File: src/rtl/core/ecc_pkg.sv
// ---------------------------------------------------------------------------
// ecc_pkg
// shared types, constants and calendar helpers for the epoch calendar unit
// ---------------------------------------------------------------------------
package ecc_pkg;

  localparam int unsigned EPOCH_W  = 32;

  localparam logic [11:0] BASE_YEAR    = 12'd1970;
  localparam logic [11:0] NONLEAP_C1   = 12'd2100;
  localparam logic [11:0] NONLEAP_C2   = 12'd2200;
  localparam logic [8:0]  DAYS_LEAP    = 9'd366;
  localparam logic [8:0]  DAYS_COMMON  = 9'd365;
  localparam logic [16:0] SECS_DAY     = 17'd86400;
  localparam logic [11:0] SECS_HOUR    = 12'd3600;
  localparam logic [5:0]  SECS_MIN     = 6'd60;
  localparam logic [6:0]  DIV_MIN      = 7'd60;
  localparam logic [6:0]  DIV_HOUR     = 7'd60;
  localparam logic [6:0]  DIV_DAY      = 7'd24;
  localparam logic [6:0]  DIV_WEEK     = 7'd7;
  // reciprocals: /60 with shift 37, /24 with shift 36, /7 below 2^16 with shift 19
  localparam logic [31:0] RCP_MIN      = 32'h8888_8889;
  localparam logic [31:0] RCP_DAY      = 32'hAAAA_AAAB;
  localparam logic [31:0] RCP_WEEK     = 32'd74899;
  localparam logic [31:0] WDAY_BIAS    = 32'd4;
  localparam logic [3:0]  LAST_MONTH0  = 4'd11;
  localparam logic [3:0]  MONTH_CLAMP  = 4'd13;
  localparam logic [3:0]  FEB0         = 4'd1;

  localparam logic [4:0] MONTH_LEN [12] = '{
    5'd31, 5'd28, 5'd31, 5'd30, 5'd31, 5'd30,
    5'd31, 5'd31, 5'd30, 5'd31, 5'd30, 5'd31
  };

  typedef enum logic {
    CMD_TO_CAL   = 1'b0,
    CMD_TO_EPOCH = 1'b1
  } ecc_cmd_t;

  typedef enum logic {
    ALU_ADD = 1'b0,
    ALU_SUB = 1'b1
  } ecc_alu_op_t;

  typedef struct packed {
    ecc_alu_op_t op;
    logic [31:0] a;
    logic [31:0] b;
  } ecc_alu_req_t;

  typedef struct packed {
    logic [31:0] y;
    logic        borrow;
  } ecc_alu_rsp_t;

  typedef struct packed {
    logic        command;
    logic [31:0] epoch_seconds;
    logic [5:0]  in_second;
    logic [5:0]  in_minute;
    logic [4:0]  in_hour;
    logic [4:0]  in_day;
    logic [3:0]  in_month;
    logic [7:0]  in_year_offset;
  } ecc_in_t;

  typedef struct packed {
    logic [31:0] out_epoch;
    logic [5:0]  out_second;
    logic [5:0]  out_minute;
    logic [4:0]  out_hour;
    logic [2:0]  out_weekday;
    logic [4:0]  out_day;
    logic [3:0]  out_month;
    logic [7:0]  out_year_offset;
  } ecc_out_t;

  function automatic logic is_leap(input logic [7:0] off);
    logic [11:0] y;
    y = BASE_YEAR + {4'b0, off};
    return (y[1:0] == 2'b00) && (y != NONLEAP_C1) && (y != NONLEAP_C2);
  endfunction

  function automatic logic [8:0] year_len(input logic [7:0] off);
    return is_leap(off) ? DAYS_LEAP : DAYS_COMMON;
  endfunction

  function automatic logic [4:0] month_len(input logic [3:0] m0, input logic [7:0] off);
    logic [4:0] len;
    if (m0 == FEB0) begin
      len = is_leap(off) ? 5'd29 : 5'd28;
    end else if (m0 > LAST_MONTH0) begin
      len = MONTH_LEN[0];
    end else begin
      len = MONTH_LEN[m0];
    end
    return len;
  endfunction

endpackage

File: src/rtl/core/ecc_alu.sv
// ---------------------------------------------------------------------------
// ecc_alu
// shared 32-bit add/subtract unit with borrow, used by the sequencer steps that add or subtract
// ---------------------------------------------------------------------------
module ecc_alu
  import ecc_pkg::*;
(
  input  ecc_alu_req_t req,
  output ecc_alu_rsp_t rsp
);

  logic [32:0] sum;

  always_comb begin
    if (req.op == ALU_SUB) begin
      sum = {1'b0, req.a} - {1'b0, req.b};
    end else begin
      sum = {1'b0, req.a} + {1'b0, req.b};
    end
    rsp.y      = sum[31:0];
    rsp.borrow = (req.op == ALU_SUB) && sum[32];
  end

endmodule

File: src/rtl/core/ecc_core.sv
// ---------------------------------------------------------------------------
// ecc_core
// sequencer and working registers: reciprocal-multiply constant division,
// year and month walks, and epoch assembly, with adds and subtracts through the shared alu
// ---------------------------------------------------------------------------
module ecc_core
  import ecc_pkg::*;
(
  input  logic     clk,
  input  logic     rst_n,
  input  logic     start,
  input  ecc_in_t  item,
  output logic     idle,
  output logic     res_valid,
  input  logic     res_ready,
  output ecc_out_t res
);

  typedef enum logic [3:0] {
    ST_IDLE,
    ST_DIV,
    ST_REM,
    ST_WDAY_PREP,
    ST_YEAR,
    ST_MONTH,
    ST_ASM_YEAR,
    ST_ASM_MONTH,
    ST_ASM_DAY,
    ST_ASM_DEC,
    ST_ASM_MUL,
    ST_ASM_HOUR,
    ST_ASM_MIN,
    ST_ASM_SEC,
    ST_FIN
  } state_t;

  state_t       state_r, state_nxt;
  ecc_in_t      in_r, in_nxt;
  logic         cmd_r, cmd_nxt;
  logic [31:0]  acc_r, acc_nxt;
  logic [31:0]  quo_r, quo_nxt;
  logic [31:0]  qt_r, qt_nxt;
  logic [1:0]   phase_r, phase_nxt;
  logic [7:0]   year_r, year_nxt;
  logic [3:0]   mon_r, mon_nxt;
  logic [3:0]   monc_r, monc_nxt;
  logic [5:0]   sec_r, sec_nxt;
  logic [5:0]   min_r, min_nxt;
  logic [4:0]   hour_r, hour_nxt;
  logic [2:0]   wday_r, wday_nxt;

  ecc_alu_req_t alu_req;
  ecc_alu_rsp_t alu_rsp;
  logic [6:0]   divisor;
  logic [31:0]  recip;
  logic [31:0]  quot;
  logic [31:0]  mul_a;
  logic [31:0]  mul_b;
  logic [63:0]  mul_full;
  logic [16:0]  hour_secs;
  logic [11:0]  min_secs;
  logic [3:0]   mon_inc;

  ecc_alu u_alu (
    .req (alu_req),
    .rsp (alu_rsp)
  );

  assign mul_full  = {32'b0, mul_a} * {32'b0, mul_b};
  assign hour_secs = 17'(in_r.in_hour) * 17'(SECS_HOUR);
  assign min_secs  = 12'(in_r.in_minute) * 12'(SECS_MIN);
  assign mon_inc   = mon_r + 4'd1;

  always_comb begin
    unique case (phase_r)
      2'd0: begin
        divisor = DIV_MIN;
        recip   = RCP_MIN;
      end
      2'd1: begin
        divisor = DIV_HOUR;
        recip   = RCP_MIN;
      end
      2'd2: begin
        divisor = DIV_DAY;
        recip   = RCP_DAY;
      end
      default: begin
        divisor = DIV_WEEK;
        recip   = RCP_WEEK;
      end
    endcase
  end

  always_comb begin
    unique case (phase_r)
      2'd0:    quot = {5'b0, mul_full[63:37]};
      2'd1:    quot = {5'b0, mul_full[63:37]};
      2'd2:    quot = {4'b0, mul_full[63:36]};
      default: quot = mul_full[50:19];
    endcase
  end

  always_comb begin
    state_nxt = state_r;
    in_nxt    = in_r;
    cmd_nxt   = cmd_r;
    acc_nxt   = acc_r;
    quo_nxt   = quo_r;
    qt_nxt    = qt_r;
    phase_nxt = phase_r;
    year_nxt  = year_r;
    mon_nxt   = mon_r;
    monc_nxt  = monc_r;
    sec_nxt   = sec_r;
    min_nxt   = min_r;
    hour_nxt  = hour_r;
    wday_nxt  = wday_r;
    alu_req.op = ALU_ADD;
    alu_req.a  = acc_r;
    alu_req.b  = 32'd0;
    mul_a      = quo_r;
    mul_b      = recip;

    unique case (state_r)
      ST_IDLE: begin
        if (start) begin
          in_nxt   = item;
          cmd_nxt  = item.command;
          acc_nxt  = 32'd0;
          year_nxt = 8'd0;
          mon_nxt  = 4'd0;
          if (item.command == CMD_TO_CAL) begin
            quo_nxt   = item.epoch_seconds;
            phase_nxt = 2'd0;
            state_nxt = ST_DIV;
          end else begin
            monc_nxt  = (item.in_month > MONTH_CLAMP) ? MONTH_CLAMP : item.in_month;
            state_nxt = ST_ASM_YEAR;
          end
        end
      end
      ST_DIV: begin
        qt_nxt    = quot;
        state_nxt = ST_REM;
      end
      ST_REM: begin
        mul_a      = qt_r;
        mul_b      = {25'b0, divisor};
        alu_req.op = ALU_SUB;
        alu_req.a  = quo_r;
        alu_req.b  = mul_full[31:0];
        quo_nxt    = qt_r;
        phase_nxt  = phase_r + 2'd1;
        unique case (phase_r)
          2'd0: begin
            sec_nxt   = alu_rsp.y[5:0];
            state_nxt = ST_DIV;
          end
          2'd1: begin
            min_nxt   = alu_rsp.y[5:0];
            state_nxt = ST_DIV;
          end
          2'd2: begin
            hour_nxt  = alu_rsp.y[4:0];
            state_nxt = ST_WDAY_PREP;
          end
          default: begin
            wday_nxt  = alu_rsp.y[2:0] + 3'd1;
            state_nxt = ST_YEAR;
          end
        endcase
      end
      ST_WDAY_PREP: begin
        alu_req.a = quo_r;
        alu_req.b = WDAY_BIAS;
        acc_nxt   = quo_r;
        quo_nxt   = alu_rsp.y;
        state_nxt = ST_DIV;
      end
      ST_YEAR: begin
        alu_req.op = ALU_SUB;
        alu_req.b  = {23'b0, year_len(year_r)};
        if (alu_rsp.borrow) begin
          mon_nxt   = 4'd0;
          state_nxt = ST_MONTH;
        end else begin
          acc_nxt  = alu_rsp.y;
          year_nxt = year_r + 8'd1;
        end
      end
      ST_MONTH: begin
        alu_req.op = ALU_SUB;
        alu_req.b  = {27'b0, month_len(mon_r, year_r)};
        if (mon_r == LAST_MONTH0 || alu_rsp.borrow) begin
          state_nxt = ST_FIN;
        end else begin
          acc_nxt = alu_rsp.y;
          mon_nxt = mon_inc;
        end
      end
      ST_ASM_YEAR: begin
        alu_req.b = {23'b0, year_len(year_r)};
        if (year_r == in_r.in_year_offset) begin
          mon_nxt   = 4'd0;
          state_nxt = ST_ASM_MONTH;
        end else begin
          acc_nxt  = alu_rsp.y;
          year_nxt = year_r + 8'd1;
        end
      end
      ST_ASM_MONTH: begin
        alu_req.b = {27'b0, month_len(mon_r, in_r.in_year_offset)};
        if (mon_inc < monc_r) begin
          acc_nxt = alu_rsp.y;
          mon_nxt = mon_inc;
        end else begin
          state_nxt = ST_ASM_DAY;
        end
      end
      ST_ASM_DAY: begin
        alu_req.b = {27'b0, in_r.in_day};
        acc_nxt   = alu_rsp.y;
        state_nxt = ST_ASM_DEC;
      end
      ST_ASM_DEC: begin
        alu_req.op = ALU_SUB;
        alu_req.b  = 32'd1;
        acc_nxt    = alu_rsp.y;
        state_nxt  = ST_ASM_MUL;
      end
      ST_ASM_MUL: begin
        mul_a     = acc_r;
        mul_b     = {15'b0, SECS_DAY};
        acc_nxt   = mul_full[31:0];
        state_nxt = ST_ASM_HOUR;
      end
      ST_ASM_HOUR: begin
        alu_req.b = {15'b0, hour_secs};
        acc_nxt   = alu_rsp.y;
        state_nxt = ST_ASM_MIN;
      end
      ST_ASM_MIN: begin
        alu_req.b = {20'b0, min_secs};
        acc_nxt   = alu_rsp.y;
        state_nxt = ST_ASM_SEC;
      end
      ST_ASM_SEC: begin
        alu_req.b = {26'b0, in_r.in_second};
        acc_nxt   = alu_rsp.y;
        state_nxt = ST_FIN;
      end
      ST_FIN: begin
        if (res_ready) begin
          state_nxt = ST_IDLE;
        end
      end
      default: state_nxt = ST_IDLE;
    endcase
  end

  always_ff @(posedge clk) begin
    if (!rst_n) begin
      state_r <= ST_IDLE;
    end else begin
      state_r <= state_nxt;
    end
    in_r    <= in_nxt;
    cmd_r   <= cmd_nxt;
    acc_r   <= acc_nxt;
    quo_r   <= quo_nxt;
    qt_r    <= qt_nxt;
    phase_r <= phase_nxt;
    year_r  <= year_nxt;
    mon_r   <= mon_nxt;
    monc_r  <= monc_nxt;
    sec_r   <= sec_nxt;
    min_r   <= min_nxt;
    hour_r  <= hour_nxt;
    wday_r  <= wday_nxt;
  end

  assign idle      = (state_r == ST_IDLE);
  assign res_valid = (state_r == ST_FIN);

  always_comb begin
    res = '0;
    if (cmd_r == CMD_TO_EPOCH) begin
      res.out_epoch = acc_r;
    end else begin
      res.out_second      = sec_r;
      res.out_minute      = min_r;
      res.out_hour        = hour_r;
      res.out_weekday     = wday_r;
      res.out_day         = acc_r[4:0] + 5'd1;
      res.out_month       = mon_r + 4'd1;
      res.out_year_offset = year_r;
    end
  end

endmodule

File: src/rtl/core/epoch_calendar_convert_unit.sv
// ---------------------------------------------------------------------------
// epoch_calendar_convert_unit
// 32-bit unix epoch to calendar fields and back, one item at a time
// ---------------------------------------------------------------------------
// One item is in work at a time and in_stall stays high until it is done.
// Epoch to calendar splits off second, minute, hour and weekday with four
// reciprocal-multiply divisions, each a multiply step and a remainder step,
// with a weekday bias step before the last, then walks one step per whole
// year past 1970 and one per whole month, each walk with a closing step, and
// hands the result over. Calendar to epoch walks one step per year offset
// and one per preceding month, each with a closing step, then takes seven
// fixed steps. The core returns to idle before it takes the next input
// transfer. Adds and subtracts go through one 32-bit add/subtract unit, the
// division and day products through one shared multiplier. A finished
// result sits in the output register, so the next transfer is accepted while
// the previous result still waits.
module epoch_calendar_convert_unit
  import ecc_pkg::*;
(
  input  logic     clk,
  input  logic     rst_n,
  input  logic     in_valid,
  output logic     in_stall,
  input  ecc_in_t  in_data,
  output logic     out_valid,
  input  logic     out_stall,
  output ecc_out_t out_data
);

  logic     core_idle;
  logic     res_valid;
  logic     res_ready;
  ecc_out_t res;
  logic     out_valid_r, out_valid_nxt;
  ecc_out_t out_data_r, out_data_nxt;

  assign in_stall  = ~core_idle;
  assign res_ready = ~out_valid_r | ~out_stall;

  ecc_core u_core (
    .clk       (clk),
    .rst_n     (rst_n),
    .start     (in_valid & core_idle),
    .item      (in_data),
    .idle      (core_idle),
    .res_valid (res_valid),
    .res_ready (res_ready),
    .res       (res)
  );

  always_comb begin
    out_valid_nxt = out_valid_r;
    out_data_nxt  = out_data_r;
    if (res_ready) begin
      out_valid_nxt = res_valid;
      if (res_valid) begin
        out_data_nxt = res;
      end
    end
  end

  always_ff @(posedge clk) begin
    if (!rst_n) begin
      out_valid_r <= 1'b0;
    end else begin
      out_valid_r <= out_valid_nxt;
    end
    out_data_r <= out_data_nxt;
  end

  assign out_valid = out_valid_r;
  assign out_data  = out_data_r;

endmodule

File: config.mk
export PLATFORM = sky130hd
export DESIGN_NAME = epoch_calendar_convert_unit
export DESIGN_NICKNAME = d
export VERILOG_FILES = /design/src/rtl/core/ecc_pkg.sv /design/src/rtl/core/ecc_alu.sv /design/src/rtl/core/ecc_core.sv /design/src/rtl/core/epoch_calendar_convert_unit.sv
export SDC_FILE = /design/constraint.sdc
export NUM_CORES = 2
export LEC_CHECK = 0
export BUFFER_PORTS_ARGS = -buffer_cell sky130_fd_sc_hd__clkbuf_2
export CORE_UTILIZATION = 55
export CTS_BUF_LIST = sky130_fd_sc_hd__clkbuf_8
export DETAILED_ROUTE_END_ITERATION = 8
export GPL_ROUTABILITY_DRIVEN = 1
export PLACE_DENSITY = 0.8
export SLEW_MARGIN = 20
export SYNTH_ARGS = -nofsm -noshare
export SYNTH_HDL_FRONTEND = slang
export SYNTH_HIERARCHICAL = 1
export SYNTH_SLANG_ARGS = --single-unit
export TNS_END_PERCENT = 10
File: constraint.sdc
create_clock -name clk -period 18.66 [get_ports clk]
set_clock_uncertainty 0.1 [all_clocks]
set_input_delay 0.933 -clock clk [delete_from_list [all_inputs] [get_ports clk]]
set_output_delay 0.933 -clock clk [all_outputs]
set_load 0.02 [all_outputs]
* Word-level counts from Yosys, hierarchy flattened *
Memories as Yosys holds them, arrays and structs flattened.
Cells that the tools add are included.

cells by class
  add/subtract/negate cells = 9
  multiply operators = 3
  magnitude comparators = 4
  equality and inequality tests = 34
  multiplexer cells = 48
  bitwise gates (word level) = 7
  reductions and logical operators = 34

operator list
  kind                                                 number
  case mux 32 bit (10 select lines)                    1
  two-way mux 32 bit                                   8
  case mux 32 bit (2 select lines)                     4
  case mux 32 bit (8 select lines)                     1
  case mux 32 bit (3 select lines)                     1
  multiplier 32 x 32 -> 64 bit                         1
  case mux 4 bit (15 select lines)                     1
  != test 12 bit, second input constant                4
  two-way mux 4 bit                                    11
  adder 32 x 32 -> 33 bit                              1
  two-way mux 33 bit                                   1
  subtractor 32 x 32 -> 33 bit                         1
  equality test 4 bit, second input constant           8
  two-way mux 5 bit                                    5
  adder 11 x 8 -> 12 bit, first input constant         2
  two-way mux 8 bit                                    3
  case mux 8 bit (3 select lines)                      1
  case mux 4 bit (5 select lines)                      1
  AND reduction 6 bit                                  3
  equality test 4 x 3 -> 1 bit, second input constant  4
  multiplier 5 x 8 -> 13 bit, second input constant    1
  != test 2 x 1 -> 1 bit, second input constant        6
  case mux 6 bit (2 select lines)                      1
  AND reduction 2 bit                                  6
  other kinds (38)                                     63

word-level totals
  flip-flop bits (word level) = 239
  bits in read-only memories = 80
  input bits = 71
  output and inout bits = 71
  logic and storage cells = 167
  memories kept = 1

memories
  name              words  width  rd ports  clocked after memory_dff  wr ports  line           RTL
  (name not given)  16     5      1         0                         0         ecc_pkg.sv:95  len = MONTH_LEN[m0];

* Depth between registers and ports, before layout *
  depth in word-level cells = 13
  mapped depth = 49
  depth with buffers taken out = 47

* Hierarchy *
The synthesis kept the hierarchy.

by module, submodules not included
  module                       times used  cells each  area an instance (µm²)
  ecc_core                     1           3921        36635.1
  ecc_alu                      1           335         2273.4
  epoch_calendar_convert_unit  1           76          2123.3

* Least setup slack after synthesis *
Ideal clock, no wire load.

  path kind = flip-flop to flip-flop
  from = reg u_core.state_r[2]
  to = reg u_core.acc_r[0] (enable)
  library setup time = 0.461 ns
  arrival time = 12.346 ns
  data required time = 18.099 ns
  slack = 5.753 ns
  stages on the path, launching flop included = 45
  period minus slack after synthesis = 12.907 ns
  path through = dfxtp_1 nand2b_1 nor3_1 clkbuf_1 clkbuf_1 nand2b_1 clkbuf_1 nor2_1 fa_1 inv_1 fa_1 fa_1 fa_1 inv_1 fa_1 inv_1 fa_1 inv_1 [9 not listed] xor2_1 nor2_1 or3_1 nor2_1 a21oi_1 nor2_1 xnor2_1 ha_1 nand2_1 or3_1 o211ai_1 a31oi_1 o21ai_0 a21oi_1 nor2b_1 a31oi_1 o22ai_1 nor3_1

RTL lines
  what                    line             RTL
  from (decl)             ecc_core.sv:37   state_t state_r, state_nxt;
  from (signal assigned)  ecc_core.sv:266  state_r <= state_nxt;
  to (signal assigned)    ecc_core.sv:270  acc_r <= acc_nxt;
  to (decl)               ecc_core.sv:40   logic [31:0] acc_r, acc_nxt;

==> results.md <==
Clock tree:
- In this run the clock root is driven by a clkbuf_8.
- The clock latency at the later pin of the worst-skew pair is 0.60 ns.
- The number of setup buffers added after CTS is 0.
- The number of clock sinks is ~240.
- TritonCTS created 37 clock buffers.
- The number of H-tree levels is 2.
- TritonCTS built the clock tree.
- Clock-pin slew was measured on the worst setup and hold paths at 0.07 ns.
- The cts-stage hold buffer count is 0.
- The buffer depth of the longest clock path is 3.
- Gates resized during post-CTS repair numbered 0.

Critical path:
- The longest individual stage delay on the worst path is 1.06 ns.
- STA classifies the critical path startpoint as a flop.
- For flop-to-flop paths, the worst setup slack is 4.04 ns.
- The depth of the worst register-to-register path is 44.
- The master of the slowest instance on the critical path is dfxtp_2.
- At the worst endpoint, the required time is roughly 19 ns.
- In this run the critical register-to-register path is launched from u_core/state_r[0]$_SDFFE_PN0P_.
- The critical path class is flop to flop.
- Data arrives at the worst endpoint at approximately 15 ns.
- The worst setup path is captured at a flop.
- The most frequent cell on the critical path is fa_1.
- The endpoint identified for the worst register-to-register timing path is u_core/acc_r[3]$_DFFE_PP_.
- The biggest fanout along the worst timing path is 64.

Min path:
- The number of cells on the worst hold path is 1.
- The worst-case hold path end point is u_core/in_r[29]$_DFFE_PP_.
- The startpoint identified for the worst hold timing path is in_data[29].
- The type of the worst min-delay path is input pin to flop.

Synth:
- The number of synthesis warnings is 6.
- The share of the Yosys chip area taken by registers is 0.174.
- The most instantiated flip-flop cell in the synthesis netlist is edfxtp_1.
- The number of instances in the synthesized netlist is 4332.
- Synthesis instantiated 87 different standard cells from the library.
- The synthesized netlist occupies a cell area of 41000 µm².
- By area the synthesized netlist is led by fa_1 31%, edfxtp_1 17%, ha_1 15%.
- The portion of synthesized cell area occupied by the leading cell type is 0.308.
- The mean post-synth cell area is ~9.5 µm².
- Yosys mapped a number of flops with a built-in enable equal to 234.
- The post-synthesis async set-or-reset flop share is 0.
- The flip-flop and latch count after synthesis is 239.
- The net count after synthesis is 5537.
- The largest area contributor in the netlist is fa_1.

Route:
- The number of optimization iterations in the first detailed-route pass is 9.
- The detail route stage leaves a number of antenna-violating nets equal to 0.
- The total via count after detailed routing is roughly 33000.
- The DRC marker count from the first detailed-route iteration is 4745.
- For this run, design rule violations remaining after detail routing come to 2.
- The total wire length is 136 mm.
- Using the TritonRoute via totals, the vias-per-cell ratio works out to 6.21.
- The final routed wire length divided by cell count is 25.3 µm.

GRT:
- The global-route wire length before repair is 204 mm.
- Entering global routing, the biggest net connects 70 pins.
- The total overflow reported by the global router is 0.
- For this run, the total global-route usage over all layers was measured as 0.365.
- The via count of the first global-routing pass came to 33320.
- The number of antenna violations at the first check in global routing is 2.

Timing:
- The final setup TNS is 0 ns.
- The max-slew violation total from the final report is 0.
- Counting I/O delays and the setup requirement, the final critical path takes 14.62 ns.
- The transition time at the pin with the least slew margin is 1.16 ns.
- The post-layout worst setup margin is 4.04 ns.
- The peak clock frequency supported by timing is 68.4 MHz.
- Setup violations remaining at the end of the flow were counted as 0.
- Setup repair after global routing left no endpoint under its margin.
- The final clock period utilization by the worst path is 0.784.
- The worst pin sits at a relative slew slack of 0.221.
- The final number of hold-violating endpoints is 0.

Run status:
- The flow ran to the end, but the final reports show violations.
- The final reports fail on design-rule violations.

Die:
- The die span in x is between 200 and 300 µm.
- The floorplan has 99 rows.
- The die is 275 µm tall.
- The core region is around 73000 µm².
- For this configuration, the core starts out at a cell density of 0.560.
- The number of placed I/O pins is between 100 and 150.
- The die covers 75700 µm².

Flow run:
- Max-cap violations in this run came to 0.

Placement:
- The congestion estimate from routability-driven global placement came to between 1 and 1.5.
- Input and output buffers added on the ports amount to 141.
- The wire-length estimate of the detail-placed layout is 113 mm.
- The worst setup timing slack at the placement stage is 4.53 ns.

Layout:
- The net count of the finished layout is 5599.
- In the final layout, the share of cells above drive strength 1 is 0.0661.
- The synthesis-to-finish area growth is 5.86%.
- The count of fill cells added during filler insertion is 6257.
[per-stage QoR]
stage	hold WS [ns]	std cells	cell area (µm²)	utilization
floorplan	0.409	4332	41000	-
global placement	0.412	5314	42700	0.583
detailed placement	0.424	5314	42700	0.583
CTS	0.394	5378	43400	0.592
global route	0.407	5378	43400	0.592
finish	0.431	5380	43400	0.592
[registers in the layout, summed over array words and instances (netlist names), 3 cells and up]
signal          count
u_core/wday_r       3
u_core/hour_r       5
u_core/monc_r       4
u_core/year_r       8
u_core/acc_r       32
u_core/min_r        6
u_core/quo_r       32
u_core/qt_r        32
out_data           69
u_core/sec_r        6
u_core/in_r        30
u_core/state_r      4
u_core/mon_r        4
[layout by cell type (no fill, tap or decap), types with 8 or more instances in the layout]
master	netlist	routed
xor2_1	65	65
a211oi_1	9	9
nor2_1	343	336
a21oi_1	172	171
o22ai_1	10	10
xnor2_1	92	92
buf_4	1	48
a221oi_1	17	17
o21bai_1	17	17
clkinv_1	2	8
ha_1	502	501
and3_1	95	95
a22oi_1	46	46
o21a_1	26	26
clkbuf_8	0	38
or3_1	35	35
a21o_1	52	52
nor3_1	38	35
o211ai_1	9	9
o21ai_1	20	21
nand3_1	31	31
nor4_1	11	11
inv_1	844	856
and2_1	65	64
clkbuf_2	0	141
a221o_1	55	55
edfxtp_1	234	234
a31oi_1	18	18
nand2b_1	35	34
nand2_1	354	352
o21ai_0	125	122
nor3b_1	11	11
or2_2	13	13
nand4_1	27	27
nor2b_1	48	48
fa_1	632	632
[worst max path at each step]
stage	start	end	slack [ns]	cells past startpoint
floorplan	u_core/state_r[2]$_SDFFE_PN0P_	u_core/acc_r[0]$_DFFE_PP_	5.75	44
global placement	u_core/state_r[0]$_SDFFE_PN0P_	u_core/acc_r[15]$_DFFE_PP_	4.93	44
detailed placement	u_core/state_r[0]$_SDFFE_PN0P_	u_core/acc_r[5]$_DFFE_PP_	4.53	44
CTS	u_core/state_r[0]$_SDFFE_PN0P_	u_core/acc_r[2]$_DFFE_PP_	4.45	44
global route	u_core/state_r[0]$_SDFFE_PN0P_	u_core/year_r[6]$_SDFFCE_PP0P_	3.51	43
finish	u_core/state_r[0]$_SDFFE_PN0P_	u_core/acc_r[3]$_DFFE_PP_	4.04	44
[cell type report]
cell class                      instances  area (µm²)  share of cell area
Antenna cell                            2        5.00            0.000115
Clock buffer                           38         523              0.0120
Clock inverter                         26         174             0.00400
Inverter                              846        3180              0.0731
Multi-Input combinational cell       3081       30200               0.694
Sequential cell                       239        7130               0.164
Tap cell                              959        1200              0.0276
Timing Repair Buffer                  189        1070              0.0245
[cell usage after synthesis, types with 5 or more instances]
library cell,instances
nor2_1,343
o21ai_0,125
a21boi_0,6
o21a_1,26
nor3b_1,11
and2_1,65
a31oi_1,18
nand3_1,31
buf_2,8
or2_2,13
o211ai_1,9
nand4_1,27
xnor2_1,92
nand2b_1,35
a211o_1,5
nor2b_1,48
fa_1,632
nor3_1,38
a22oi_1,46
a221oi_1,17
o221ai_1,7
a221o_1,55
xor2_1,65
a21o_1,52
nor4_1,11
edfxtp_1,234
clkbuf_1,146
o31a_1,5
nand2_1,354
o22ai_1,10
dfxtp_1,5
inv_1,844
ha_1,502
buf_1,11
and3_1,95
a211oi_1,9
or3_1,35
o21bai_1,17
o21ai_1,20
a21oi_1,172
mux2i_1,7
o31ai_1,5
[cell families after synthesis]
kind of cell / synth area share
AND/OR/NAND/NOR: 0.129
buffers and inverters: 0.0929
AO/OA/AOI/OAI: 0.107
flip-flops: 0.174
multiplexers: 0.00198
XOR/XNOR: 0.0335
adder cells (fa/ha/maj): 0.462
[routing by layer]
| layer | wire, µm | share of wire | GRT usage | vias up |
|---|---|---|---|---|
| li1 | - | - | - | 14270 |
| met1 | 52400 | 0.38 | 0.511 | 16330 |
| met2 | 57800 | 0.43 | 0.532 | 2367 |
| met3 | 18600 | 0.14 | 0.0997 | 415 |
| met4 | 7270 | 0.053 | 0.156 | 4 |
| met5 | 28 | 0.00021 | 0 | - |
[critical path: cells and delay by family, from the launching register on]
family / cells / cell delay, ns
flip-flops: 1 / 1.06
buffers and inverters: 5 / 1.56
adder cells (fa/ha/maj): 10 / 4.55
AND/OR/NAND/NOR: 16 / 4.39
AO/OA/AOI/OAI: 11 / 1.84
XOR/XNOR: 2 / 0.59
Power is not shown: default switching activity piles up to over one toggle a cycle in this logic, so the estimate is an artifact.
